`src/rtl/sbsp_pkg.sv`:
```
// shared types and constants of the soft brush stamp painter
package sbsp_pkg;

	localparam int MaxWidth   = 64;
	localparam int MaxHeight  = 64;
	localparam int MaxRadius  = 63;
	localparam int ColBits    = $clog2(MaxWidth);
	localparam int RowBits    = $clog2(MaxHeight);
	localparam int AddrBits   = ColBits + RowBits;
	localparam int Depth      = MaxWidth * MaxHeight;
	localparam int PixBits    = 32;
	localparam int CntBits    = 14;
	localparam int BlendLevel = 128;

	localparam logic [1:0] OP_PAINT = 2'd0;
	localparam logic [1:0] OP_WRITE = 2'd1;
	localparam logic [1:0] OP_READ  = 2'd2;
	localparam logic [1:0] OP_FILL  = 2'd3;

	localparam logic [0:0] CFG_WIDTH  = 1'b0;
	localparam logic [0:0] CFG_HEIGHT = 1'b1;

	// request from the sequencer to the shading unit
	typedef struct packed {
		logic        start;
		logic [12:0] d2;
		logic [11:0] rr;
	} shade_req_t;

	typedef struct packed {
		logic        done;
		logic [16:0] alpha;
	} shade_rsp_t;

endpackage

```
`src/rtl/sbsp_shade.sv`:
```
// iterative brush falloff unit: restoring divide, then smoothstep on one shared multiplier
module sbsp_shade import sbsp_pkg::*; (
	input  logic       clk,
	input  logic       arst_n,
	input  shade_req_t req,
	output shade_rsp_t rsp
);
	localparam logic [2:0] S_IDLE = 3'd0, S_DIV = 3'd1, S_SQ = 3'd2, S_CUB = 3'd3,
		S_OUT = 3'd4;

	logic [2:0]  state_q;
	logic [4:0]  cnt_q;
	logic [16:0] rem_q;
	logic [31:0] dvd_q;
	logic [16:0] quo_q;
	logic [15:0] den_q;
	logic [16:0] t_q;
	logic [33:0] prod_q;
	logic [17:0] shifted, diff;
	logic        qb;
	logic [15:0] num;
	logic [17:0] s_full;
	logic [17:0] mul_a, mul_b;
	logic [35:0] mul_p;

	// one restoring step: shift in the next dividend bit and try the subtract
	assign shifted = {rem_q, dvd_q[31]};
	assign diff = shifted - {2'd0, den_q};
	assign qb = !diff[17];
	assign num = 16'({req.d2, 4'd0} - {5'd0, req.rr});
	assign s_full = prod_q[33:16];

	always_comb begin
		mul_a = {1'b0, t_q};
		mul_b = {1'b0, t_q};
		if (state_q == S_CUB) begin
			mul_a = {1'b0, prod_q[32:16]};
			mul_b = 18'd196608 - {t_q, 1'b0};
		end
	end
	assign mul_p = mul_a * mul_b;

	always_ff @(posedge clk or negedge arst_n) begin
		if (!arst_n) begin
			state_q <= S_IDLE;
			rsp.done <= 1'b0;
		end else begin
			rsp.done <= 1'b0;
			unique case (state_q)
				S_IDLE: if (req.start) begin
					if ({req.d2, 4'd0} <= {5'd0, req.rr}) begin
						// flat core of the brush: t is zero
						t_q <= '0;
						state_q <= S_SQ;
					end else begin
						// numerator shifted left by 16 and fed bitwise
						rem_q <= '0;
						quo_q <= '0;
						den_q <= {req.rr, 4'd0} - {4'd0, req.rr};
						dvd_q <= {num, 16'd0};
						cnt_q <= 5'd0;
						state_q <= S_DIV;
					end
				end
				S_DIV: begin
					rem_q <= qb ? diff[16:0] : shifted[16:0];
					quo_q <= {quo_q[15:0], qb};
					dvd_q <= {dvd_q[30:0], 1'b0};
					cnt_q <= cnt_q + 5'd1;
					if (cnt_q == 5'd31) begin
						// quotient never exceeds 1.0, so 17 bits hold it
						t_q <= {quo_q[15:0], qb};
						state_q <= S_SQ;
					end
				end
				S_SQ: begin
					prod_q <= mul_p[33:0];
					state_q <= S_CUB;
				end
				S_CUB: begin
					prod_q <= mul_p[33:0];
					state_q <= S_OUT;
				end
				S_OUT: begin
					rsp.alpha <= (s_full > 18'd65536) ? 17'd0 : 17'(18'd65536 - s_full);
					rsp.done <= 1'b1;
					state_q <= S_IDLE;
				end
				default: state_q <= S_IDLE;
			endcase
		end
	end
endmodule
```
`config.mk`:
```
export PLATFORM = sky130hd
export DESIGN_NAME = sbsp_shade
export DESIGN_NICKNAME = d
export VERILOG_FILES = /design/src/rtl/sbsp_pkg.sv /design/src/rtl/sbsp_shade.sv
export SDC_FILE = /design/constraint.sdc
export NUM_CORES = 1
export LEC_CHECK = 0
export BUFFER_PORTS_ARGS = -buffer_cell sky130_fd_sc_hd__buf_2
export CAP_MARGIN = 20
export CORE_AREA = 2 2 213 162
export CTS_CLUSTER_SIZE = 40
export DETAILED_ROUTE_END_ITERATION = 10
export DIE_AREA = 0 0 215 164
export PLACE_DENSITY_LB_ADDON = 0.05
export SYNTH_ARGS = -nofsm -noshare
export SYNTH_HDL_FRONTEND = slang
export SYNTH_SLANG_ARGS = --single-unit
```
`constraint.sdc`:
```
create_clock -name clk -period 9.2 [get_ports clk]
set_clock_uncertainty 0.1 [all_clocks]
set_input_delay 0.92 -clock clk [delete_from_list [all_inputs] [get_ports clk]]
set_output_delay 0.92 -clock clk [all_outputs]
set_load 0.02 [all_outputs]
```
==> summary.md, run 1 <==
| Metric | Value |
|---|---|
| Outcome | `finished, final reports clean` |
| Fraction of layout cells with a size suffix above 1 | `0.0775` |
| Final setup viols | `0` |
| Yosys warns | `0` |
| Fin nets | `2237` |
| CTS tree | `done` |
| Library cells used by synthesis | `66` |
| Sequential share of the synthesized area | `0.229` |
| Routed Antenna Nets | `0` |
| First-pass GRT wire length | `71.0 mm` |
| Most frequent cells in the layout | `326 x inv_1, 252 x nand2_1, 237 x fa_1, 210 x nor2_1, 140 x ha_1` |
| Die width | `215 um` |
| Vias in the first global route | `12200` |
| Hold WC Path Type | `in -> async` |
| Post-DP HPWL | `36.0 mm` |
| Row cnt | `58` |
| DIE HEIGHT | `164 um` |
| Drt total wl | `45.0 mm` |
| Relative slew margins | `0.267` |
| Die area | `0.0353 mm^2` |
| Most common cell after layout, fill and taps aside | `inv_1` |
| Htree depth | `4` |
| Crit path DAT | `8680 ps` |
| Cts bufs inserted | `17` |
| Global route hottest layer | `met1` |
| Fin crit share | `0.935` |
| CTS clk-pin slew, worst paths | `70 ps` |
| Residual DRC | `0` |
| Mapped Cells | `1786` |
| Most used cell, CP | `fa_1` |
| Post-CTS Hold Buffers | `0` |
| RSZ-0062 raised after global routing | `no` |
| Fraction of registers with async set/reset | `0.0317` |
| Synth Flop Type | `edfxtp_1` |
| Slowest stage delay, CP | `540 ps` |
| Cell Area, Synth | `0.0164 mm^2` |
| Hold Vio Cnt, Final | `0` |
| Met3 GRT Util | `0.0717` |
| Pre-antenna DRT Iters | `8` |
| CTS max path bufs | `2` |
| Syn_nets | `2191` |
| GR Layer Usage met2 | `0.354` |
| Vias | `12200` |
| Final hold slack | `206 ps` |
| Sink Count | `126` |
| Area growth, synth to finish | `9.16%` |
| CP Class | `reg -> reg` |
| Seq cells post-synth | `126` |
| GPL Wtd Cong | `0.945` |
| Syn avg cell area | `9.20 um^2` |
| GRT met1 Usage | `0.426` |
| Slew @ Worst Pin | `1090 ps` |
| Wirelength per Cell | `19.6 um` |
| Total core area | `0.0332 mm^2` |
| Post-synth EDFFs | `122` |
| Number of fill cells | `3139` |
| Io pins | `46` |
| Iter 0 DRT Violations | `982` |
| Multi-input combinational cell area | `0.0113 mm^2` |
| Final Max Tran Viols | `0` |
| Max Cap Viol | `0` |
| CP endpoint kind | `register` |
| Largest net degree at the start of global routing | `55` |
| Worst-Skew Late Latency | `430 ps` |
| Worst path required time | `9280 ps` |
| Global Route Usage Sum | `0.267` |
| Finished Core Util | `0.539` |
| Final setup TNS | `0 ps` |
| Critical path peak fanout | `12` |
| Register area | `0.00376 mm^2` |
| Final min period | `8600 ps` |
| Via density | `5.33` |
| Crit path max-delay cell type | `edfxtp_1` |
| Initial Util | `0.494` |
| Startpoint types | `register` |
| Initial antenna violation count | `0` |
| Root Driver | `clkbuf_16` |
| GR Overflow Total | `0` |
| Port Buffers | `45` |
| Max frequency | `0.116 GHz` |
==> cell type report <==
type / count / area share
well taps: 450 / 0.0314
clock buffers: 17 / 0.0237
diodes: 1 / 0.000140
clock inverters: 15 / 0.0111
inverters: 326 / 0.0683
flip-flops and latches: 126 / 0.210
repair buffers: 80 / 0.0272
multi-input cells: 1281 / 0.628
==> logic make-up after synthesis <==
family	after synthesis	synth area share
AO/OA/AOI/OAI	200	0.0785
flip-flops	126	0.229
multiplexers	2	0.00130
AND/OR/NAND/NOR	622	0.166
XOR/XNOR	80	0.0427
buffers and inverters	379	0.0871
adder cells (fa/ha/maj)	377	0.396
==> worst max-delay path, delay by kind of cell, from the launching register on <==
family | cells | cell delay (ps)
adders and majority gates | 8 | 3600
buffers and inverters | 5 | 380
and+or+nand+nor | 6 | 1530
xor gates and xnor gates | 2 | 240
DFF | 1 | 540
AOI/OAI and AO/OA | 8 | 1970
==> synthesized netlist by cell type, types with 2 or more instances <==
| library cell | count | share of area |
|---|---|---|
| o21ai_1 | 7 | 0.0021 |
| or2_2 | 5 | 0.0019 |
| nand4_1 | 7 | 0.0027 |
| a31o_2 | 3 | 0.0016 |
| nor3_1 | 32 | 0.0098 |
| buf_2 | 7 | 0.0021 |
| xnor2_1 | 45 | 0.024 |
| a2111oi_0 | 2 | 0.0011 |
| o41ai_1 | 3 | 0.0016 |
| and2_1 | 39 | 0.015 |
| nor3_2 | 2 | 0.0012 |
| a21o_1 | 16 | 0.0073 |
| buf_1 | 5 | 0.0011 |
| dfrtp_1 | 4 | 0.0061 |
| o31ai_1 | 3 | 0.0014 |
| o21bai_1 | 6 | 0.0027 |
| a21oi_2 | 2 | 0.0011 |
| nor2_1 | 210 | 0.048 |
| o21a_1 | 16 | 0.0073 |
| nand3b_1 | 2 | 0.00091 |
| and3_1 | 15 | 0.0057 |
| nor4_2 | 2 | 0.0015 |
| or4_1 | 3 | 0.0014 |
| nand2_1 | 253 | 0.058 |
| o21ai_0 | 41 | 0.012 |
| a41oi_1 | 2 | 0.0011 |
| edfxtp_1 | 122 | 0.22 |
| ha_1 | 140 | 0.11 |
| o211ai_1 | 6 | 0.0027 |
| a211oi_1 | 7 | 0.0032 |
| a31oi_1 | 2 | 0.00076 |
| nor2b_1 | 7 | 0.0027 |
| fa_1 | 237 | 0.29 |
| a21boi_0 | 3 | 0.0014 |
| nor4_1 | 5 | 0.0019 |
| nand2b_1 | 6 | 0.0023 |
| clkbuf_1 | 41 | 0.0094 |
| nor3b_1 | 3 | 0.0014 |
| or3_1 | 5 | 0.0019 |
| xor2_1 | 35 | 0.019 |
| a22oi_1 | 2 | 0.00091 |
| inv_1 | 326 | 0.075 |
| o31a_1 | 2 | 0.0011 |
| nand3_1 | 18 | 0.0055 |
| a21oi_1 | 66 | 0.020 |
==> routing by layer <==
layer	share of wire	vias up
li1	-	5760
met1	0.51	5984
met2	0.39	444
met3	0.091	50
met4	0.018	0
met5	0	-
==> state kept, by name, summed over array words and instances (netlist names), 5 cells and up <==
register / cells
prod_q: 18
den_q: 16
t_q: 17
rem_q: 17
dvd_q: 16
cnt_q: 5
rsp: 18
quo_q: 16
==> worst paths after layout <==
path	start	endpoint	slack, ps	depth (start not counted)
min in group clk	dvd_q[17]	dvd_q[18]	410	2
worst min register to register	dvd_q[17]	dvd_q[18]	410	2
worst max-delay path	t_q[0]	prod_q[33]	600	29
max in group asynchronous	arst_n	state_q[2]	8650	1
worst min-delay path	arst_n	rsp[17]	210	1
worst max register to register	t_q[0]	prod_q[33]	600	29
==> metrics by stage <==
step	cell area [um^2]	std cells	setup slack, ps
CTS	17900	2293	389
global route	17900	2295	58.7
floorplan	16400	1786	1400
global placement	17300	2261	751
detailed placement	17300	2261	378
finish	17900	2296	599
==> timing repair <==
item / CTS / global route
gates resized for setup: 0 / 4
setup buffers: 0 / 2
endpoints found under the setup margin: 0 / 6
Power of run 1 is left out: the tool's default activity adds up to more than one toggle a clock period on the data nets, which glitch-free logic cannot reach.
==> run 2: changes to the inputs <==
--- a/config.mk
+++ b/config.mk
@@ -7,10 +7,10 @@
 export LEC_CHECK = 0
 export BUFFER_PORTS_ARGS = -buffer_cell sky130_fd_sc_hd__buf_2
 export CAP_MARGIN = 20
-export CORE_AREA = 2 2 213 162
+export CORE_AREA = 2 2 187 143
 export CTS_CLUSTER_SIZE = 40
 export DETAILED_ROUTE_END_ITERATION = 10
-export DIE_AREA = 0 0 215 164
+export DIE_AREA = 0 0 189 145
 export PLACE_DENSITY_LB_ADDON = 0.05
 export SYNTH_ARGS = -nofsm -noshare
 export SYNTH_HDL_FRONTEND = slang
==> run 2 against run 1 <==
Compared with the run above: cell count fell by 4.8%; largest cell class unchanged; sequential share of layout area rose by 0.22 points; via count rose by 2.9%; hold slack got worse by 2.0 ps; worst setup slack got worse by 110 ps; global-route usage rose by 6.9 points.
==> summary.md, run 2 (same netlist as run 1, synthesis figures left out) <==
| Metric | Value |
|---|---|
| Hold WC Path Type | `in -> async (unchanged)` |
| Finished Core Util | `0.693 (was 0.539)` |
| GPL Wtd Cong | `1.02 (was 0.945)` |
| Most used cell, CP | `fa_1 (unchanged)` |
| Startpoint types | `register (unchanged)` |
| Fin nets | `2232 (was 2237)` |
| Area growth, synth to finish | `8.03% (was 9.16%)` |
| Crit path DAT | `8790 ps (was 8680 ps)` |
| Cts bufs inserted | `17 (unchanged)` |
| CTS max path bufs | `2 (unchanged)` |
| Port Buffers | `45 (unchanged)` |
| Routed Antenna Nets | `0 (unchanged)` |
| Post-place setup slack | `561 ps (was 378 ps)` |
| Sink Count | `126 (unchanged)` |
| Initial antenna violation count | `1 (was 0)` |
| Die area | `0.0274 mm^2 (was 0.0353 mm^2)` |
| Final min period | `8720 ps (was 8600 ps)` |
| Root Driver | `clkbuf_16 (unchanged)` |
| Max frequency | `0.115 GHz (was 0.116 GHz)` |
| Drt total wl | `43.7 mm (was 45.0 mm)` |
| Fraction of layout cells with a size suffix above 1 | `0.0734 (was 0.0775)` |
| CP Class | `reg -> reg (unchanged)` |
| Largest net degree at the start of global routing | `49 (was 55)` |
| Vias in the first global route | `12600 (was 12200)` |
| Post-CTS Hold Buffers | `0 (unchanged)` |
| Most frequent cells in the layout | `326 x inv_1, 253 x nand2_1, 237 x fa_1, 210 x nor2_1, 140 x ha_1 (was 326 x inv_1, 252 x nand2_1, 237 x fa_1, 210 x nor2_1, 140 x ha_1)` |
| Iter 0 DRT Violations | `1056 (was 982)` |
| Hold Vio Cnt, Final | `0 (unchanged)` |
| Via density | `5.76 (was 5.33)` |
| Slowest stage delay, CP | `570 ps (was 540 ps)` |
| Vias | `12600 (was 12200)` |
| Most common cell after layout, fill and taps aside | `inv_1 (unchanged)` |
| Critical path peak fanout | `12 (unchanged)` |
| Io pins | `46 (unchanged)` |
| RSZ-0062 raised after global routing | `no (unchanged)` |
| Post-DP HPWL | `34.9 mm (was 36.0 mm)` |
| CP endpoint kind | `register (unchanged)` |
| Initial Util | `0.642 (was 0.494)` |
| Relative slew margins | `0.242 (was 0.267)` |
| Final Max Tran Viols | `0 (unchanged)` |
| First-pass GRT wire length | `69.9 mm (was 71.0 mm)` |
| Total core area | `0.0256 mm^2 (was 0.0332 mm^2)` |
| Fin crit share | `0.947 (was 0.935)` |
| Final setup viols | `0 (unchanged)` |
| DIE HEIGHT | `145 um (was 164 um)` |
| Top flop regs | `prod_q x18, rsp x18 (unchanged)` |
| Htree depth | `4 (unchanged)` |
| Residual DRC | `0 (unchanged)` |
| Die width | `189 um (was 215 um)` |
| GR Overflow Total | `0 (unchanged)` |
| Slew @ Worst Pin | `1140 ps (was 1090 ps)` |
| Max Cap Viol | `0 (unchanged)` |
| CTS clk-pin slew, worst paths | `60 ps (was 70 ps)` |
| Worst-Skew Late Latency | `430 ps (about the same)` |
| Final setup TNS | `0 ps (unchanged)` |
| Pre-antenna DRT Iters | `5 (was 8)` |
| Global Route Usage Sum | `0.336 (was 0.267)` |
| Crit path max-delay cell type | `fa_1 (was edfxtp_1)` |
| Final setup margin | `485 ps (was 599 ps)` |
| Outcome | `finished, final reports clean (unchanged)` |
| Row cnt | `51 (was 58)` |
| Wirelength per Cell | `20.0 um (was 19.6 um)` |
| Worst path required time | `9270 ps (was 9280 ps)` |
| CTS tree | `done (unchanged)` |
==> run 2: final cells by class <==
type	instances	area [um^2]
Antenna cell	1	2.50
Fill cell	2031	7850
Timing Repair Buffer	75	450
Sequential cell	126	3760
Clock inverter	14	179
Multi-Input combinational cell	1281	11300
Inverter	326	1220
Tap cell	344	430
Clock buffer	18	439
==> run 2: critical path: cells and delay by family (launching register included) <==
kind,cells,cell delay (ps)
compound gates,8,2060
xor+xnor,2,230
fa+ha+maj,8,3550
buf+inv,5,380
flops,1,540
simple gates,6,1590
==> run 2: worst paths after layout <==
path,startpoint,endpoint,slack [ps],cells past startpoint
worst max-delay path,t_q[0],prod_q[33],480,29
worst min-delay path,arst_n,state_q[0],200,1
worst max register to register,t_q[0],prod_q[33],480,29
worst min register to register,dvd_q[17],dvd_q[18],410,2
max in group asynchronous,arst_n,state_q[1],8650,1
min in group clk,dvd_q[17],dvd_q[18],410,2
==> run 2: per-layer routing <==
| layer | vias up | share of wire | GRT usage |
|---|---|---|---|
| met5 | - | 0 | 0 |
| met1 | 6158 | 0.45 | 0.519 |
| met3 | 48 | 0.13 | 0.115 |
| met2 | 624 | 0.41 | 0.458 |
| li1 | 5757 | - | - |
| met4 | 0 | 0.016 | 0.0684 |
==> run 2: stage by stage <==
step / cells / hold WS (ps) / area [um^2]
floorplan: 1786 / 384 / 16400
global placement: 2152 / 390 / 17100
detailed placement: 2152 / 403 / 17100
CTS: 2184 / 190 / 17700
global route: 2184 / 191 / 17700
finish: 2185 / 204 / 17700
==> run 2: repair_timing <==
action,4_1_cts,5_1_grt
hold endpoints to repair,0,0
endpoints found under the setup margin,0,2
setup buffers,0,0
resized for setup,0,1
Power of run 2 is left out for the same reason.
